**config.mk**
```make
export PLATFORM = sky130hd
export DESIGN_NAME = level_meter_peak_hold
export DESIGN_NICKNAME = d
export VERILOG_FILES = /design/src/hdl/lmph_pkg.sv /design/src/hdl/lmph_pole.sv /design/src/hdl/level_meter_peak_hold.sv
export SDC_FILE = /design/constraint.sdc
export NUM_CORES = 2
export LEC_CHECK = 0
export ABC_AREA = 1
export BUFFER_PORTS_ARGS = -buffer_cell sky130_fd_sc_hd__buf_2
export CELL_PAD_IN_SITES_DETAIL_PLACEMENT = 0
export CELL_PAD_IN_SITES_GLOBAL_PLACEMENT = 2
export CORE_AREA = 5 5 342 344
export DETAILED_ROUTE_END_ITERATION = 10
export DIE_AREA = 0 0 347 349
export PLACE_DENSITY_LB_ADDON = 0.1
export SLEW_MARGIN = 20
export SYNTH_ARGS = -nofsm -noshare
export SYNTH_HDL_FRONTEND = slang
export SYNTH_SLANG_ARGS = --single-unit
```
**constraint.sdc**
```tcl
create_clock -name clk_i -period 10.31 [get_ports clk_i]
set_input_delay 1.5465 -clock clk_i [delete_from_list [all_inputs] [get_ports clk_i]]
set_output_delay 1.5465 -clock clk_i [all_outputs]
set_load 0.01 [all_outputs]
```
**src/hdl/lmph_pkg.sv**
```systemverilog
package lmph_pkg;

  // Default geometry: Q10.8 levels from samples clamped to 0..1023
  localparam int unsigned SAMPLE_MAX_DEF = 1023;
  localparam int unsigned FRAC_BITS_DEF  = 8;

  // Port field widths
  localparam int unsigned SAMPLE_W    = 16;
  localparam int unsigned OUT_W       = 18;
  localparam int unsigned REG_W       = 16;
  localparam int unsigned CFG_IDX_W   = 2;
  localparam int unsigned IN_TDATA_W  = 16;
  localparam int unsigned OUT_TDATA_W = 40;

  // Largest level the default geometry can show
  localparam logic [OUT_W-1:0] LEVEL_MAX = OUT_W'(SAMPLE_MAX_DEF << FRAC_BITS_DEF);

  // Configuration register indexes
  localparam logic [CFG_IDX_W-1:0] REG_METER_DECAY = 2'd0;
  localparam logic [CFG_IDX_W-1:0] REG_PEAK_DECAY  = 2'd1;
  localparam logic [CFG_IDX_W-1:0] REG_HOLD_MS     = 2'd2;

  // Register reset values (0.9 and 0.99 in Q0.16, 1000 ticks)
  localparam logic [REG_W-1:0] METER_DECAY_RST = 16'd58982;
  localparam logic [REG_W-1:0] PEAK_DECAY_RST  = 16'd64881;
  localparam logic [REG_W-1:0] HOLD_MS_RST     = 16'd1000;

  // Request kind carried on tuser
  typedef enum logic {
    FUNC_SAMPLE = 1'b0,
    FUNC_TICK   = 1'b1
  } func_e;

endpackage

```
**src/hdl/lmph_pole.sv**
```systemverilog
module lmph_pole #(
  parameter int unsigned LVL_W = 18
) (
  input  logic [LVL_W-1:0]         z_i,
  input  logic [LVL_W-1:0]         x_i,
  input  logic [lmph_pkg::REG_W-1:0] a_i,
  output logic [LVL_W-1:0]         y_o
);
  import lmph_pkg::*;

  localparam int unsigned SUM_W = LVL_W + REG_W + 2;

  logic [REG_W:0]   b;
  logic [SUM_W-1:0] prod_x;
  logic [SUM_W-1:0] prod_z;
  logic [SUM_W-1:0] sum;

  // One-pole step: (x * (1 - a) + z * a) >> 16, truncated
  assign b      = (REG_W+1)'(1 << REG_W) - {1'b0, a_i};
  assign prod_x = SUM_W'(x_i) * SUM_W'(b);
  assign prod_z = SUM_W'(z_i) * SUM_W'(a_i);
  assign sum    = prod_x + prod_z;
  assign y_o    = sum[REG_W +: LVL_W];

endmodule

```
**src/hdl/level_meter_peak_hold.sv**
```systemverilog
// An accepted request goes through the input register, then the result register, to the master side.
// Throughput: one request per clock while the master side does not stall; the state update is
// combinational, in the stage between the input register and the result register.
// Reset (rst_ni low, asynchronous): levels and peaks clear to zero, the hold
// counter sets to all ones (hold expired), registers take their defaults.
module level_meter_peak_hold #(
  parameter int unsigned SAMPLE_MAX = lmph_pkg::SAMPLE_MAX_DEF,
  parameter int unsigned FRAC_BITS  = lmph_pkg::FRAC_BITS_DEF
) (
  input  logic                               clk_i,
  input  logic                               rst_ni,
  // Configuration writes
  input  logic                               cfg_we_i,
  input  logic [lmph_pkg::CFG_IDX_W-1:0]     cfg_idx_i,
  input  logic [lmph_pkg::REG_W-1:0]         cfg_data_i,
  // Slave side
  input  logic                               s_axis_tvalid,
  output logic                               s_axis_tready,
  input  logic [lmph_pkg::IN_TDATA_W-1:0]    s_axis_tdata,  // [15:0] sample
  input  logic                               s_axis_tuser,  // [0] func
  // Master side
  output logic                               m_axis_tvalid,
  input  logic                               m_axis_tready,
  // [17:0] meter_level, [35:18] peak_display, [36] holding, [39:37] zero
  output logic [lmph_pkg::OUT_TDATA_W-1:0]   m_axis_tdata
);
  import lmph_pkg::*;

  localparam int unsigned CLAMP_W = $clog2(SAMPLE_MAX + 1);
  localparam int unsigned LVL_W   = CLAMP_W + FRAC_BITS;
  localparam logic [REG_W-1:0] COUNT_MAX = '1;

  // Configuration registers
  logic [REG_W-1:0] meter_decay_q, peak_decay_q, hold_ms_q;

  always_ff @(posedge clk_i or negedge rst_ni) begin
    if (!rst_ni) begin
      meter_decay_q <= METER_DECAY_RST;
      peak_decay_q  <= PEAK_DECAY_RST;
      hold_ms_q     <= HOLD_MS_RST;
    end else if (cfg_we_i) begin
      unique case (cfg_idx_i)
        REG_METER_DECAY: meter_decay_q <= cfg_data_i;
        REG_PEAK_DECAY:  peak_decay_q  <= cfg_data_i;
        REG_HOLD_MS:     hold_ms_q     <= cfg_data_i;
        default: ;
      endcase
    end
  end

  // Input register
  logic                in_valid_q;
  func_e               in_func_q;
  logic [SAMPLE_W-1:0] in_sample_q;
  logic                out_valid_q;
  logic                advance;

  assign advance       = in_valid_q && (!out_valid_q || m_axis_tready);
  assign s_axis_tready = !in_valid_q || advance;

  always_ff @(posedge clk_i or negedge rst_ni) begin
    if (!rst_ni) begin
      in_valid_q <= 1'b0;
    end else if (s_axis_tready) begin
      in_valid_q <= s_axis_tvalid;
    end
  end

  always_ff @(posedge clk_i) begin
    if (s_axis_tready && s_axis_tvalid) begin
      in_func_q   <= func_e'(s_axis_tuser);
      in_sample_q <= s_axis_tdata[SAMPLE_W-1:0];
    end
  end

  // Meter state
  logic [LVL_W-1:0] level_q, level_d;
  logic [LVL_W-1:0] peak_raw_q, peak_raw_d;
  logic [LVL_W-1:0] peak_smooth_q, peak_smooth_d;
  logic [REG_W-1:0] hold_q, hold_d;

  logic [CLAMP_W-1:0] clamped;
  logic [LVL_W-1:0]   x;
  logic [LVL_W-1:0]   level_filt;
  logic [LVL_W-1:0]   smooth_filt;
  logic               expired_old;
  logic               expired_new;
  logic [LVL_W-1:0]   disp;

  // Clamp the sample to 0..SAMPLE_MAX and scale to fixed point
  always_comb begin
    if (in_sample_q[SAMPLE_W-1]) begin
      clamped = '0;
    end else if ({2'b00, in_sample_q[SAMPLE_W-2:0]} > 17'(SAMPLE_MAX)) begin
      clamped = CLAMP_W'(SAMPLE_MAX);
    end else begin
      clamped = CLAMP_W'(in_sample_q[SAMPLE_W-2:0]);
    end
  end

  assign x = LVL_W'(clamped) << FRAC_BITS;

  lmph_pole #(.LVL_W(LVL_W)) u_meter_pole (
    .z_i (level_q),
    .x_i (x),
    .a_i (meter_decay_q),
    .y_o (level_filt)
  );

  lmph_pole #(.LVL_W(LVL_W)) u_peak_pole (
    .z_i (peak_smooth_q),
    .x_i (x),
    .a_i (peak_decay_q),
    .y_o (smooth_filt)
  );

  assign expired_old = hold_q >= hold_ms_q;

  // Next state for one request
  always_comb begin
    level_d       = level_q;
    peak_raw_d    = peak_raw_q;
    peak_smooth_d = peak_smooth_q;
    hold_d        = hold_q;
    case (in_func_q)
      FUNC_SAMPLE: begin
        level_d = (x > level_q) ? x : level_filt;
        if (x > peak_raw_q) begin
          peak_raw_d    = x;
          peak_smooth_d = x;
          hold_d        = '0;
        end else if (expired_old) begin
          peak_raw_d    = x;
          peak_smooth_d = smooth_filt;
        end
      end
      FUNC_TICK: begin
        if (hold_q != COUNT_MAX) begin
          hold_d = hold_q + REG_W'(1);
        end
      end
      default: ;
    endcase
  end

  // Displayed peak after the update
  assign expired_new = hold_d >= hold_ms_q;
  assign disp = (expired_new && (peak_smooth_d > peak_raw_d)) ? peak_smooth_d : peak_raw_d;

  always_ff @(posedge clk_i or negedge rst_ni) begin
    if (!rst_ni) begin
      level_q       <= '0;
      peak_raw_q    <= '0;
      peak_smooth_q <= '0;
      hold_q        <= COUNT_MAX;
    end else if (advance) begin
      level_q       <= level_d;
      peak_raw_q    <= peak_raw_d;
      peak_smooth_q <= peak_smooth_d;
      hold_q        <= hold_d;
    end
  end

  // Result register
  logic [OUT_W-1:0] out_level_q, out_peak_q;
  logic             out_hold_q;

  always_ff @(posedge clk_i or negedge rst_ni) begin
    if (!rst_ni) begin
      out_valid_q <= 1'b0;
    end else if (advance) begin
      out_valid_q <= 1'b1;
    end else if (m_axis_tready) begin
      out_valid_q <= 1'b0;
    end
  end

  always_ff @(posedge clk_i) begin
    if (advance) begin
      out_level_q <= OUT_W'(level_d);
      out_peak_q  <= OUT_W'(disp);
      out_hold_q  <= !expired_new;
    end
  end

  assign m_axis_tvalid = out_valid_q;
  assign m_axis_tdata  = {3'b000, out_hold_q, out_peak_q, out_level_q};

endmodule

```
==> results.py <==
metrics = {
    "setup_path": {
        "start_kind": "flip-flop",
        "reg2reg_setup_slack_ns": 0.03,
        "crit_end": "out_peak_q[14]",
        "cp.arrival_ns": 10.66,
        "slowest_stage": "fa_1",
        "cp.required_ns": 10.69,
        "r2r_start": "peak_decay_q[0]",
        "r2r_cells": 54,
        "critical_path_class": "flip-flop to flip-flop",
        "cp-end-kind": "flip-flop",
        "path_max_fanout": 6,
        "critPathLaunch": "peak_decay_q[0]",
        "max_stage_delay_ns": 0.58,
        "crit_top_cell": "nand2_1",
        "r2r-end": "out_peak_q[14]",
    },
    "floorplan": {
        "die_x_um": 347,
        "initial_core_util_pct": 35.8,
        "fp.dieH_um": 349,
        "core.rowCount": 124,
        "core_um2": 114000,
        "pin_count": 82,
        "design.die.area_um2": 121000,
    },
    "cts": {
        "clk_path_buf_depth": 2,
        "cts_root_buf": "clkbuf_16",
        "cts.sinks": 174,
        "cts_tree": "built",
        "cts-buffers-inserted": 17,
        "clock_latency_ns": 0.52,
        "clk_pin_slew_ns": 0.08,
        "h-tree-depth": 4,
    },
    "drt": {
        "drt_iter0_drc": 2171,
        "vias": 34177,
        "wl_per_cell_um": 20.2,
        "wirelength_mm": 143,
        "route.detailed.drc": 0,
        "drtAntennaViolNets": 0,
        "dr.pass1.iters": 6,
        "vias_per_cell": 4.83,
    },
    "timing": {
        "max-slew-margin-rel_pct": 23.6,
        "fin_crit_sh_pct": 99.7,
        "period_minus_slack_ns": 10.28,
        "setup_viol": 0,
        "worst_pin_slew_ns": 1.15,
        "setup_slack_ns": 0.0312,
        "max_freq_ghz": 0.0973,
        "rsz0062_at_grt": "true",
        "finalHoldViolations": 0,
        "slew_violations": 0,
        "fin_worst_skew_ns": 0.0242,
        "tns_ns": 0,
    },
    "run_status": {
        "status": "finished, final reports clean",
    },
    "hold_path": {
        "hold_path.class": "flip-flop to flip-flop",
    },
    "flow_run": {
        "cap_violations": 0,
    },
    "yosys": {
        "synth_area_per_cell_um2": 7.78,
        "syn_area_um2": 40600,
        "seq_area_frac_synth_pct": 11.5,
        "synth_edf_count": 54,
        "async_reset_ff_share_pct": 69.0,
        "ys_types": 57,
        "ys_ff_latch": 174,
        "postSynthCellCount": 5225,
        "synth_ff_type": "dfrtp_1",
        "synth_warnings": 0,
    },
    "cells_and_area": {
        "layout.cells.non_filler": 7073,
        "stdcell_area_um2": 47400,
        "area.growth.synth_to_final_pct": 16.7,
        "drive_gt1_share_pct": 15.8,
        "nets": 6703,
    },
    "global_route": {
        "grt_overflow_total": 0,
        "grt_max_degree": 79,
        "grt_usage_pct": 23.9,
        "grt_pass1_wl_mm": 222,
        "grt_pass1_vias": 35707,
        "antenna_found_initial": 9,
    },
    "placed_design": {
        "gp_congestion": 0.903,
        "hpwl_mm": 118,
        "io_buffers": 78,
        "dp_slack_ns": -0.516,
        "place_inst": 7000,
        "placed_area_um2": 45100,
    },
}
==> area by class of cell <==
class | instances | area [µm²]
tap | 1512 | 1890
fill | 11847 | 66200
multi-input combinational | 3580 | 31700
sequential | 174 | 4680
clock inverter | 14 | 161
timing repair buffer | 513 | 3790
clock buffer | 18 | 429
antenna | 2 | 5.00
inverter | 1260 | 4740
==> layout by cell type, fill, tap and decap left out, types with 11 or more instances in the layout <==
master / netlist / final
nand2_1: 1327 / 1276
nor2_1: 318 / 286
nor2_2: 1 / 25
inv_1: 1244 / 1217
edfxtp_1: 54 / 54
ha_4: 0 / 23
nand3_1: 104 / 90
ha_1: 391 / 366
nor3_1: 30 / 20
buf_4: 6 / 414
a31oi_1: 24 / 20
xor2_1: 37 / 34
nand2_2: 5 / 45
clkbuf_16: 0 / 20
o21ai_0: 209 / 178
buf_6: 0 / 17
dfrtp_1: 78 / 76
nand4_1: 34 / 34
nand2_4: 0 / 11
buf_2: 11 / 77
nand3_2: 0 / 13
a21oi_1: 183 / 146
fa_1: 726 / 723
inv_2: 8 / 33
xnor2_1: 34 / 27
o21ai_1: 18 / 22
o21ai_2: 2 / 24
a21o_1: 12 / 12
a21oi_2: 1 / 34
nor3_2: 3 / 12
dfstp_2: 42 / 42
==> cells by family after synthesis <==
family                     share of synthesized area [%]
AOI/OAI and AO/OA                                   7.05
xor gates and xnor gates                            1.53
adders and majority gates                           47.8
buffers and inverters                               13.7
DFF                                                 11.5
other                                            0.00923
and+or+nand+nor                                     18.4
==> repair_timing <==
| item | 4_1_cts | 5_1_grt |
|---|---|---|
| gates cloned | 0 | 4 |
| endpoints found under the hold margin | 0 | 0 |
| setup buffers | 19 | 19 |
| resized for setup | 116 | 226 |
| pin swaps | 57 | 94 |
| hold buffers | 0 | 0 |
| endpoints found under the setup margin | 18 | 36 |
==> through the flow <==
stage | hold slack (ns) | utilization [%]
floorplan | 0.453 | -
global placement | 0.467 | 39.7
detailed placement | 0.473 | 39.7
CTS | 0.493 | 40.9
global route | 0.508 | 41.7
finish | 0.487 | 41.7
==> Yosys cell counts (all sizes together), types with 7 or more instances <==
master,number,area [µm²]
a21o,12,90.1
a21oi,184,925
a31oi,24,150
buf,48,216
clkbuf,165,619
clkinv,8,30.0
dfrtp,78,1950
dfstp,42,1100
edfxtp,54,1620
fa,726,14500
ha,391,4890
inv,1252,4700
nand2,1332,5010
nand3,104,521
nand3b,7,52.6
nand4,34,213
nor2,320,1210
nor3,33,180
nor4,12,90.1
o211ai,11,87.6
o21ai,229,1150
o21bai,12,93.8
o22ai,11,68.8
or2,19,119
xnor2,34,298
xor2,37,324
==> worst max-delay path, delay by kind of cell, from the launching register on <==
| family | cells | cell delay, ns |
|---|---|---|
| simple gates | 20 | 1.81 |
| buf+inv | 10 | 1.07 |
| flops | 1 | 0.56 |
| compound gates | 8 | 1.02 |
| fa+ha+maj | 13 | 5.22 |
| xor+xnor | 3 | 0.47 |
==> how the worst min path moves through the flow <==
| stage | start | endpoint | slack, ns | cells after the start |
|---|---|---|---|---|
| floorplan | hold_ms_q[10] | hold_ms_q[10] | 0.45 | 2 |
| global placement | hold_ms_q[13] | hold_ms_q[13] | 0.47 | 2 |
| detailed placement | hold_ms_q[1] | hold_ms_q[1] | 0.47 | 2 |
| CTS | hold_ms_q[1] | hold_ms_q[1] | 0.49 | 2 |
| global route | hold_ms_q[10] | hold_ms_q[10] | 0.51 | 2 |
| finish | hold_ms_q[4] | hold_ms_q[4] | 0.49 | 2 |
==> state kept, by name, summed over array words and instances (netlist names), 16 cells and up <==
| signal | flops |
|---|---|
| peak_smooth_q | 18 |
| hold_q | 16 |
| out_peak_q | 18 |
| peak_decay_q | 16 |
| meter_decay_q | 16 |
| level_q | 18 |
| peak_raw_q | 18 |
| out_level_q | 18 |
| in_sample_q | 16 |
| hold_ms_q | 16 |
==> routing by layer <==
metal  wire, µm  vias to the layer above  global-route usage [%]
met5         13                        -                       0
met4       1660                        2                    3.11
met3       8600                       74                    3.22
met2      64400                      787                    38.2
met1      68100                    17069                    35.6
li1           -                    16245                       -
Power is left out: the tool's default activity adds up to more than one toggle a clock period on the data nets, which glitch-free logic cannot reach.
